`src/rtl/piecewise_linear_time_warp_lookup_top_macros.svh`:
```
// ----------------------------------------------------------------------------
// Assertion macros for the time warp lookup
// Shared concurrent assertion forms, clocked on clk and disabled in reset.
// ----------------------------------------------------------------------------
`ifndef PIECEWISE_LINEAR_TIME_WARP_LOOKUP_TOP_MACROS_SVH
`define PIECEWISE_LINEAR_TIME_WARP_LOOKUP_TOP_MACROS_SVH

// The consequent must hold in the same cycle as the antecedent.
`define PLWT_ASSERT_NOW(lbl, ante, cons, msg) \
	lbl: assert property (@(posedge clk) disable iff (!arst_n) (ante) |-> (cons)) \
		else $error(msg);

// The consequent must hold in the cycle after the antecedent.
`define PLWT_ASSERT_NEXT(lbl, ante, cons, msg) \
	lbl: assert property (@(posedge clk) disable iff (!arst_n) (ante) |=> (cons)) \
		else $error(msg);

`endif

```
`src/rtl/plwt_pkg.sv`:
```
// ----------------------------------------------------------------------------
// Time warp lookup package
// Types and fixed constants shared by the front end, the engine and the top.
// ----------------------------------------------------------------------------
package plwt_pkg;

	localparam logic OP_LOAD  = 1'b0;
	localparam logic OP_QUERY = 1'b1;

	localparam logic signed [35:0] RES_MAX = 36'sh0_7FFF_FFFF;
	localparam logic signed [35:0] RES_MIN = 36'shF_8000_0000;

	typedef struct packed {
		logic        op;
		logic        drop;
		logic [5:0]  idx;
		logic [31:0] a;
		logic [31:0] b;
	} item_t;

	typedef struct packed {
		logic [31:0] sample;
		logic [31:0] warped;
	} point_t;

endpackage

```
`src/rtl/plwt_front.sv`:
```
// ----------------------------------------------------------------------------
// Time warp lookup front end
// Accepts items, marks loads to slots beyond the table, and queues them.
// ----------------------------------------------------------------------------
module plwt_front #(
	parameter int MAX_POINTS = 64
) (
	input  logic                  clk,
	input  logic                  arst_n,
	input  logic                  push,
	output logic                  full,
	input  logic                  operation,
	input  logic [5:0]            point_index,
	input  logic [31:0]           point_sample_time,
	input  logic [31:0]           point_warped_time,
	input  logic [31:0]           query_time,
	output logic                  head_valid,
	output plwt_pkg::item_t       head,
	input  logic                  head_take
);

	plwt_pkg::item_t entry_q [2];
	plwt_pkg::item_t in_item;
	logic            wr_ptr_q;
	logic            rd_ptr_q;
	logic [1:0]      count_q;
	logic            do_push;
	logic            do_pop;

	always_comb begin
		in_item.op   = operation;
		in_item.idx  = point_index;
		in_item.drop = (operation == plwt_pkg::OP_LOAD) &&
			(int'({26'd0, point_index}) >= MAX_POINTS);
		in_item.a    = (operation == plwt_pkg::OP_QUERY) ? query_time : point_sample_time;
		in_item.b    = point_warped_time;
	end

	assign full       = (count_q == 2'd2);
	assign head_valid = (count_q != 2'd0);
	assign head       = entry_q[rd_ptr_q];
	assign do_push    = push && !full;
	assign do_pop     = head_take && head_valid;

	always_ff @(posedge clk) begin
		if (do_push) begin
			entry_q[wr_ptr_q] <= in_item;
		end
	end

	always_ff @(posedge clk or negedge arst_n) begin
		if (!arst_n) begin
			wr_ptr_q <= 1'b0;
			rd_ptr_q <= 1'b0;
			count_q  <= 2'd0;
		end else begin
			if (do_push) begin
				wr_ptr_q <= !wr_ptr_q;
			end
			if (do_pop) begin
				rd_ptr_q <= !rd_ptr_q;
			end
			count_q <= count_q + {1'b0, do_push} - {1'b0, do_pop};
		end
	end

endmodule

```
`config.mk`:
```
export PLATFORM = sky130hd
export DESIGN_NAME = plwt_front
export DESIGN_NICKNAME = d
export VERILOG_FILES = /design/src/rtl/piecewise_linear_time_warp_lookup_top_macros.svh /design/src/rtl/plwt_pkg.sv /design/src/rtl/plwt_front.sv
export SDC_FILE = /design/constraint.sdc
export NUM_CORES = 1
export LEC_CHECK = 0
export ABC_AREA = 0
export BUFFER_PORTS_ARGS = -buffer_cell sky130_fd_sc_hd__buf_2
export CORE_ASPECT_RATIO = 0.6
export CORE_MARGIN = 4
export CORE_UTILIZATION = 52
export CTS_CLUSTER_SIZE = 30
export DETAILED_ROUTE_END_ITERATION = 12
export HOLD_SLACK_MARGIN = 0.06
export PLACE_DENSITY_LB_ADDON = 0.08
export SLEW_MARGIN = 20
export SYNTH_ARGS = -nofsm -noshare
export SYNTH_HDL_FRONTEND = slang
export SYNTH_SLANG_ARGS = --single-unit
```
`constraint.sdc`:
```
create_clock -name clk -period 5.4 [get_ports clk]
set_clock_uncertainty 0.05 [all_clocks]
set_input_delay 0.27 -clock clk [delete_from_list [all_inputs] [get_ports clk]]
set_output_delay 0.27 -clock clk [all_outputs]
set_load 0.02 [all_outputs]
```
==> results of run 1 <==
cell usage in the layout (no fill, tap or decap), drive strengths merged, types with 3 or more instances in the layout:
master / instances
buf: 182
edfxtp: 142
mux2: 103
dlygate4sd3: 39
clkbuf: 18
inv: 6
clkinvlp: 5
dfrtp: 4
xnor2: 3
clkinv: 3
logic make-up after synthesis:
kind of cell | synth area share [%]
AND/OR/NAND/NOR | 0.574
multiplexers | 23.4
adder cells (fa/ha/maj) | 0.410
flip-flops | 71.5
buffers and inverters | 3.47
other | 0.0615
XOR/XNOR | 0.574
layout make-up:
cell class                 instances  area [sq um]
clock buffer                      18           429
clock inverter                    14           155
fill                             778          3350
inverter                           2          7.51
multi-input combinational        116          1540
sequential                       146          4370
tap                              160           200
timing repair buffer             221          1320
sequential cells by signal (all words and copies together), names as in the netlist:
| name | flops |
|---|---|
| entry_q | 142 |
| count_q | 2 |
| rd_ptr_q | 1 |
| wr_ptr_q | 1 |
through the flow:
| stage | instance area [sq um] | total power [W] | worst slack (ns) |
|---|---|---|---|
| 2_1_floorplan | 6100 | 0.00285 | 1.30 |
| 3_3_place_gp | 7020 | 0.00315 | 2.85 |
| 3_5_place_dp | 7020 | 0.00317 | 2.81 |
| 4_1_cts | 8000 | 0.00434 | 2.53 |
| 5_1_grt | 8020 | 0.00450 | 2.46 |
| 6_report | 8020 | 0.00429 | 2.58 |
power groups by stage:
stage / Combinational [W] / Sequential [W] / Clock [W]
4_1_cts: 0.00148 / 0.00169 / 0.00116
5_1_grt: 0.00157 / 0.00171 / 0.00122
2_1_floorplan: 0.00120 / 0.00165 / 0
6_report: 0.00147 / 0.00168 / 0.00114
3_3_place_gp: 0.00145 / 0.00170 / 0
3_5_place_dp: 0.00145 / 0.00171 / 0
metal layers:
| layer | wire length [um] | GRT usage [%] |
|---|---|---|
| met5 | 0 | 0 |
| met1 | 4790 | 22.1 |
| met3 | 884 | 4.89 |
| met2 | 5770 | 29.0 |
| met4 | 191 | 8.30 |
final timing paths:
kind / from / end / slack (ns) / depth (start not counted)
hold / removal: point_sample_time[23] / entry_q[0][55] / 0.13 / 2
setup reg to reg: count_q[1] / entry_q[0][6] / 3.22 / 5
hold reg to reg: count_q[0] / count_q[0] / 0.49 / 1
setup / recovery: rd_ptr_q / head[23] / 2.58 / 3
min in group asynchronous: arst_n / rd_ptr_q / 0.17 / 2
max in group asynchronous: arst_n / rd_ptr_q / 5.00 / 2
what timing repair did:
item | in CTS | in global routing
hold endpoints to repair | 80 | 0
hold buffers | 39 | 0
setup endpoints to repair | 0 | 0
setup buffers | 0 | 0
==> metrics.yaml, run 1 <==
run_status:
  status: "finished clean"
yosys:
  synth-main-ff-cell: "edfxtp_1"
  syn_area_sq_um: 6100
  synthTopCellsByCount: "edfxtp_1, mux2_4, mux2_2, buf_12, buf_6"
  yosysTopAreaCellShare_pct: 69.9
  yosysWarnings: 0
  ys_top_cells_by_area: "edfxtp_1, mux2_4, mux2_2, buf_12, dfrtp_1"
  ys_seq_area_share_pct: 71.5
  synth_edf_count: 142
  synthesis.nets: 386
  yosysMostFrequentCell: "edfxtp_1"
  synthCells: 277
  synth.distinct_cells: 18
  ys_seq_elements: 146
  avgSynthCellArea_sq_um: 22.0
  synthArstFlopShare_pct: 2.74
  synth_top_area_cell: "edfxtp_1"
pwr:
  powerDensity_nw_per_um2: 535
  p_leak_nw: 3.29
  vdd_drop_max_mv: 0.281
  switchingPower_w: 0.00137
  switching_share_pct: 31.9
  p_clk_share_pct: 26.5
  power_frac_comb_pct: 34.3
  power_frac_seq_pct: 39.2
  p_int_w: 0.00292
detailed_routing:
  drtIter0Drc: 114
  wl_per_cell_um: 17.2
  vias: 3277
  firstDrtPassIters: 4
  drc: 0
  drtAntennaViolNets: 0
  viasPerCell: 4.84
  routed_wl_um: 11600
place:
  dp_hpwl_um: 7500
  io_buffers: 179
  dp.cells: 605
  gp_congestion: 0.717
clock_tree:
  h-tree-depth: 4
  clock_path_buffers: 2
  clock-root-buffer: "clkbuf_16"
  cts_resized: 0
  clock_sinks: 146
  clock_latency_ns: 0.40
  clkTransAtPathRegs_ns: 0.06
  cts_tree: "yes"
  cts_buffers: 17
timing:
  setup_viol: 0
  finalCriticalPeriod_ns: 2.82
  setup_tns_ns: 0
  drv_slew: 0
  finalHoldWorstSlack_ns: 0.128
  hold_viol: 0
  period_share_pct: 52.1
  tightest_slew_ns: 1.00
  fmax_mhz: 355
  relSlewSlack_pct: 33.2
  rsz0062_at_grt: "no"
worst_setup_path:
  path_class: "flip-flop to primary output"
  crit_family: "buffers and inverters"
  worst_path_max_delay_cell: "dfrtp_4"
  required_ns: 5.08
  path_max_fanout: 44
  worst-path-buf-inv: 2
  crit_path_end_kind: "primary output"
  cp_cell_sequence: "buf_4 > mux2_4 > buf_2"
  worst_path_largest_cell_delay_ns: 0.77
  worstPathArrival_ns: 2.50
  worst_setup_path_start_kind: "flip-flop"
global_routing:
  grt_pass1_wl_um: 18100
  track_usage_pct: 17.7
  grt_antenna_before_repair: 0
  grt_max_degree: 72
  grt_pass1_vias: 3588
  grt_overflow: 0
flow_run:
  maxCapViolations: 0
final_layout:
  antennaDiodeCount: 0
  final_cells: 677
  syn_to_final_growth_pct: 31.4
  finalNetCount: 613
  drive_above_1_share_pct: 61.9
  fin_util_pct: 70.5
die:
  io_pins: 181
  core_sq_um: 11400
  num_rows: 30
  die_w_um: 148
  start_util_pct: 53.6
  die_h_um: 91.9
  dieArea_sq_um: 13600
min_path:
  hold_path.class: "input port to flip-flop"
(Power assumes the default switching activity.)
==> run 2, diff against run 1 <==
- ABC_AREA: 0 -> 1
- CORE_UTILIZATION: 52 -> 51
- clock period: 5.4 -> 2.86 ns (I/O delays scaled with it)
==> run 2 against run 1 <==
Global-route usage is 1.9 points higher. Clock power is 99% higher. Routed wire length is 14% higher. Worst setup slack worse by 1.7 ns. Critical path type unchanged. Largest cell class unchanged. Largest power group unchanged.
==> metrics.yaml, run 2 <==
run_status:
  status: "finished clean"  # unchanged
yosys:
  synth_edf_count: 142  # unchanged
  ys_seq_elements: 146  # unchanged
  synth.distinct_cells: 14  # was 18
  synthTopCellsByCount: "nand2_1, edfxtp_1, inv_1, o21ai_0, buf_6"  # was edfxtp_1, mux2_4, mux2_2, buf_12, buf_6
  synth-main-ff-cell: "edfxtp_1"  # unchanged
  synthesis.nets: 617  # was 386
  ys_top_cells_by_area: "edfxtp_1, nand2_1, o21ai_0, inv_1, buf_6"  # was edfxtp_1, mux2_4, mux2_2, buf_12, dfrtp_1
  avgSynthCellArea_sq_um: 11.6  # was 22.0 sq um
  ys_seq_area_share_pct: 74.1  # was 71.5%
  synth_top_area_cell: "edfxtp_1"  # unchanged
  syn_area_sq_um: 5890  # was 6100 sq um
  yosysWarnings: 0  # unchanged
  synthCells: 508  # was 277
  yosysTopAreaCellShare_pct: 72.4  # was 69.9%
  synthArstFlopShare_pct: 2.74  # unchanged
  yosysMostFrequentCell: "nand2_1"  # was edfxtp_1
final_layout:
  top_regs: "entry_q (142), count_q (2)"  # unchanged
  antennaDiodeCount: 0  # unchanged
  final_area_sq_um: 8210  # was 8020 sq um
  largest_reg_flops: 142  # unchanged
  final_cell_mix: "nand2_1, buf_2, edfxtp_1"  # was buf_2, edfxtp_1, mux2_4
  layout_commonest_cell: "nand2_1"  # was buf_2
  finalNetCount: 871  # was 613
  top_register: "entry_q"  # unchanged
  syn_to_final_growth_pct: 39.4  # was 31.4%
  drive_above_1_share_pct: 28.2  # was 61.9%
timing:
  relSlewSlack_pct: 33.1  # was 33.2%
  period_share_pct: 68.3
  drv_slew: 0  # unchanged
  fmax_mhz: 512
  finalCriticalPeriod_ns: 1.95
  rsz0062_at_grt: "no"  # unchanged
  setup_tns_ns: 0  # unchanged
  setup_viol: 0  # unchanged
  tightest_slew_ns: 1.00  # about the same
  hold_viol: 0  # unchanged
detailed_routing:
  drc: 0  # unchanged
  drtAntennaViolNets: 0  # unchanged
  firstDrtPassIters: 5  # was 4
  vias: 4265  # was 3277
  routed_wl_um: 13200  # was 11600 um
  drtIter0Drc: 208  # was 114
  wl_per_cell_um: 14.2  # was 17.2 um
  viasPerCell: 4.57  # was 4.84
pwr:
  p_leak_nw: 3.75  # was 3.29 nW
  switchingPower_w: 0.00291  # was 0.00137 W
  powerDensity_nw_per_um2: 988  # was 535 nW/um^2
  p_clk_share_pct: 28.0  # was 26.5%
  power_frac_comb_pct: 34.2  # was 34.3%
  vdd_drop_max_mv: 0.527  # was 0.281 mV
  p_int_w: 0.00520  # was 0.00292 W
  power_frac_seq_pct: 37.8  # was 39.2%
  switching_share_pct: 35.9  # was 31.9%
  finalPower_w: 0.00811  # was 0.00429 W
flow_run:
  maxCapViolations: 0  # unchanged
clock_tree:
  cts_tree: "yes"  # unchanged
  clock-root-buffer: "clkbuf_16"  # unchanged
  post-cts-setup-buffers: 0  # unchanged
  clock_path_buffers: 2  # unchanged
  clock_latency_ns: 0.40  # about the same
  clock_sinks: 146  # unchanged
  h-tree-depth: 4  # unchanged
  clkTransAtPathRegs_ns: 0.06  # about the same
  cts_buffers: 17  # unchanged
die:
  die_w_um: 147  # was 148 um
  num_rows: 30  # unchanged
  start_util_pct: 52.1  # was 53.6%
  core_sq_um: 11300  # was 11400 sq um
  io_pins: 181  # unchanged
  die_h_um: 91.2  # was 91.9 um
  dieArea_sq_um: 13400  # was 13600 sq um
global_routing:
  grt_pass1_wl_um: 20600  # was 18100 um
  track_usage_pct: 19.7  # was 17.7%
  grt_overflow: 0  # unchanged
  grt_max_degree: 73  # was 72
  grt_antenna_before_repair: 0  # unchanged
  grt_pass1_vias: 4227  # was 3588
min_path:
  hold_path.class: "input port to flip-flop"  # unchanged
worst_setup_path:
  path_class: "flip-flop to primary output"  # unchanged
  worst_setup_path_start_kind: "flip-flop"  # unchanged
  crit_path_end_kind: "primary output"  # unchanged
  required_ns: 2.67  # was 5.08 ns
  rrSetupSlack_ns: 1.23  # was 3.22 ns
  worstPathArrival_ns: 1.76  # was 2.50 ns
  path_max_fanout: 72  # was 44
place:
  gp_congestion: 0.798  # was 0.717
  dp_hpwl_um: 7970  # was 7500 um
  placed_area_sq_um: 6870  # was 7020 sq um
  io_buffers: 179  # unchanged
## run 2: cell types whose count changed in the layout (fill, tap and decap cells not counted), moves of 2 or more
cell,before,now
dlygate4sd3_1,39,73
nand2_1,1,258
mux2_2,32,0
buf_4,2,5
clkinvlp_4,5,2
inv_1,2,40
bufinv_16,2,4
xnor2_1,3,0
nand3_1,0,3
o21ai_0,0,32
mux2_4,71,0
## run 2: cell type report
type                            count  area [sq um]
Sequential cell                   146          4370
Fill cell                         780          3090
Timing Repair Buffer              258          1680
Multi-Input combinational cell    297          1180
Clock buffer                       17           425
Tap cell                          160           200
Clock inverter                     13           184
Inverter                           42           163
## run 2: critical path, cell delays in order (launching register included)
cell and delay [ns]:
dfrtp_2 0.50, inv_6 0.42, nand2_1 0.10, nand2_1 0.11, buf_2 0.18
## run 2: timing repair
action                                 in CTS  in global routing
hold buffers                               73                  0
gates resized for setup                     0                  0
endpoints found under the hold margin     142                  0
## run 2: worst paths after layout
path | endpoint | startpoint | cells after the start
worst max-delay path | head[53] | rd_ptr_q | 4
worst min-delay path | entry_q[0][35] | point_sample_time[3] | 3
worst max register to register | entry_q[1][40] | count_q[0] | 5
worst min register to register | wr_ptr_q | wr_ptr_q | 2
max in group asynchronous | rd_ptr_q | arst_n | 3
min in group asynchronous | wr_ptr_q | arst_n | 3
## run 2: logic make-up (layout without fill, tap and decap cells)
kind of cell | Yosys count | count (layout) | synth area share, %
DFF | 146 | 146 | 74.1
buffers and inverters | 65 | 330 | 5.91
adders and majority gates | 2 | 2 | 0.425
and+or+nand+nor | 262 | 262 | 16.8
other | 1 | 1 | 0.0637
AOI/OAI and AO/OA | 32 | 32 | 2.72
## run 2: metrics by stage
stage | instances | util (%) | hold WS (ns) | setup WS [ns]
detailed placement | 830 | 60.8 | -0.0953 | 1.23
CTS | 933 | 72.6 | 0.0603 | 0.848
global placement | 830 | 60.8 | -0.0875 | 1.28
global route | 933 | 72.6 | 0.0821 | 0.765
floorplan | 508 | - | -0.203 | 0.431
finish | 933 | 72.6 | 0.0748 | 0.908
## run 2: power by group through the flow
stage	logic [W]	registers [W]	clock network (W)
global placement	0.00270	0.00309	0
global route	0.00305	0.00310	0.00241
finish	0.00277	0.00307	0.00227
detailed placement	0.00271	0.00311	0
CTS	0.00281	0.00307	0.00231
floorplan	0.00187	0.00308	0
## run 2: metal layers
layer | wire length (um) | track usage [%]
met1 | 5710 | 25.0
met2 | 6420 | 32.5
met3 | 915 | 5.34
met4 | 164 | 7.43
met5 | 0 | 0
==> run 3, diff against run 2 <==
- CORE_UTILIZATION: 51 -> 46
- clock period: 2.86 -> 1.7 ns (I/O delays scaled with it)
==> run 3 against run 2 <==
Via count rose by 7.4%. Flip-flop and latch count did not move. Worst setup slack got worse by 0.85 ns. Highest routed layer is now met5. Largest cell class unchanged. Final cell count rose by 5.0%. Design area rose by 7.6%. Non-clock buffer count rose by 39. Critical path depth rose by 1.
==> metrics.yaml, run 3 (synthesis results as in run 2) <==
run_status:
  status: "finished clean"  # unchanged
worst_setup_path:
  worst-path-buf-inv: 3  # was 2
  worst_path_max_delay_cell: "dfrtp_2"  # unchanged
  path_max_fanout: 13  # was 72
  worstPathArrival_ns: 1.50  # was 1.76 ns
  required_ns: 1.56  # was 2.67 ns
  crit_path_end_kind: "primary output"  # unchanged
  crit_family: "flip-flops"  # was buffers and inverters
  worst_path_largest_cell_delay_ns: 0.50  # about the same
  worst_setup_path_start_kind: "flip-flop"  # unchanged
  cpMostUsedCell: "nand2_1"  # unchanged
  path_class: "flip-flop to primary output"  # unchanged
  cp_cell_sequence: "inv_8 > clkbuf_16 > nand2_1 > nand2_1 > buf_2"  # was inv_6 > nand2_1 > nand2_1 > buf_2
global_routing:
  grt_overflow: 0  # unchanged
  track_usage_pct: 19.5  # was 19.7%
  grt_antenna_before_repair: 1  # was 0
  grt_max_degree: 67  # was 73
  grt_pass1_vias: 4424  # was 4227
  grt_pass1_wl_um: 21900  # was 20600 um
die:
  die_w_um: 154  # was 147 um
  die_h_um: 95.6  # was 91.2 um
  io_pins: 181  # unchanged
  core_sq_um: 12300  # was 11300 sq um
  start_util_pct: 47.9  # was 52.1%
  num_rows: 31  # was 30
  dieArea_sq_um: 14700  # was 13400 sq um
final_layout:
  top_register: "entry_q"  # unchanged
  top_regs: "entry_q (142), count_q (2)"  # unchanged
  syn_to_final_growth_pct: 50.0  # was 39.4%
  drive_above_1_share_pct: 29.7  # was 28.2%
  layout_commonest_cell: "nand2_1"  # unchanged
  largest_reg_flops: 142  # unchanged
  finalNetCount: 911  # was 871
  final_cell_mix: "nand2_1, buf_2, edfxtp_1"  # unchanged
  antennaDiodeCount: 0  # unchanged
  final_cells: 980  # was 933
clock_tree:
  clock_path_buffers: 2  # unchanged
  clock-root-buffer: "clkbuf_16"  # unchanged
  h-tree-depth: 4  # unchanged
  clock_latency_ns: 0.41  # was 0.40 ns
  cts_buffers: 17  # unchanged
  clkTransAtPathRegs_ns: 0.06  # about the same
  clock_sinks: 146  # unchanged
  cts_tree: "yes"  # unchanged
detailed_routing:
  viasPerCell: 4.67  # was 4.57
  drtAntennaViolNets: 0  # unchanged
  drc: 0  # unchanged
  routed_wl_um: 14700  # was 13200 um
  drtIter0Drc: 258  # was 208
  wl_per_cell_um: 15.0  # was 14.2 um
  firstDrtPassIters: 4  # was 5
  vias: 4581  # was 4265
timing:
  hold_viol: 0  # unchanged
  setup_viol: 0  # unchanged
  fmax_mhz: 610
  finalHoldWorstSlack_ns: 0.0794  # was 0.0748 ns
  rsz0062_at_grt: "yes"  # was no
  drv_slew: 0  # unchanged
  period_share_pct: 96.4
  worst_slack_ns: 0.0612  # was 0.908 ns
  setup_tns_ns: 0  # unchanged
  finalCriticalPeriod_ns: 1.64
place:
  gp_congestion: 0.746  # was 0.798
  dp.cells: 841  # was 830
  pre_cts_ws_ns: 0.211  # was 1.23 ns
  io_buffers: 179  # unchanged
  dp_hpwl_um: 8740  # was 7970 um
min_path:
  hold_path.class: "input port to flip-flop"  # unchanged
pwr:
  vdd_drop_max_mv: 1.06  # was 0.527 mV
  p_leak_nw: 4.00  # was 3.75 nW
  powerDensity_nw_per_um2: 1660  # was 988 nW/um^2
flow_run:
  maxCapViolations: 0  # unchanged
run 3: cell types whose count changed in the layout (fill, tap and decap cells not counted), sizes merged:
| cell | change |
|---|---|
| clkbuf | +3 |
| inv | +4 |
| clkinvlp | +2 |
| dlygate4sd3 | +26 |
| buf | +10 |
| bufinv | -2 |
| clkinv | -1 |
run 3: area by class of cell:
| cell class | count | area (sq um) |
|---|---|---|
| repair buffers | 297 | 2280 |
| clock buffers | 17 | 425 |
| flip-flops and latches | 146 | 4370 |
| multi-input cells | 297 | 1200 |
| clock inverters | 15 | 174 |
| repair inverters | 1 | 11.3 |
| fillers | 899 | 3460 |
| inverters | 42 | 169 |
| well taps | 165 | 206 |
run 3: worst register-to-register path, delay by kind of cell, from the launching register on:
kind / cells / cell delay [ns]
buffers and inverters: 4 / 0.24
adder cells (fa/ha/maj): 2 / 0.44
flip-flops: 1 / 0.41
AND/OR/NAND/NOR: 4 / 0.28
run 3: routing by layer:
layer,share of wire (%),global-route usage [%],vias to the layer above
li1,-,-,2252
met1,43,24.7,2135
met2,47,31.8,169
met3,8.2,7.26,23
met4,1.4,5.80,2
met5,0.048,0,-
run 3: worst paths after layout:
kind                                 from  slack [ns]  depth (start not counted)              to
max                              rd_ptr_q        0.06                          5        head[56]
min reg2reg                      wr_ptr_q        0.46                          2        wr_ptr_q
max reg2reg                    count_q[1]        0.18                         10      count_q[1]
max in group asynchronous          arst_n        0.85                          3        rd_ptr_q
min in group asynchronous          arst_n        0.55                          3      count_q[0]
min                        query_time[11]        0.08                          3  entry_q[1][43]
run 3: metrics by stage:
step / total power (W) / cell area (sq um) / util (%)
global route: 0.0154 / 8830 / 71.8
detailed placement: 0.0101 / 6990 / 56.9
finish: 0.0146 / 8830 / 71.8
global placement: 0.00999 / 6990 / 56.9
CTS: 0.0142 / 8620 / 70.1
floorplan: 0.00834 / 5910 / -
run 3: where the power goes:
group | switching (W) | internal, W
clock network | 0.00155 | 0.00221
logic | 0.00359 | 0.00213
registers | 0.000236 | 0.00493
run 3: repair_timing:
action,in CTS,in global routing
resized for setup,8,50
hold endpoints to repair,144,0
setup buffers,1,4
gates cloned,1,2
hold buffers,99,0
endpoints found under the setup margin,54,56
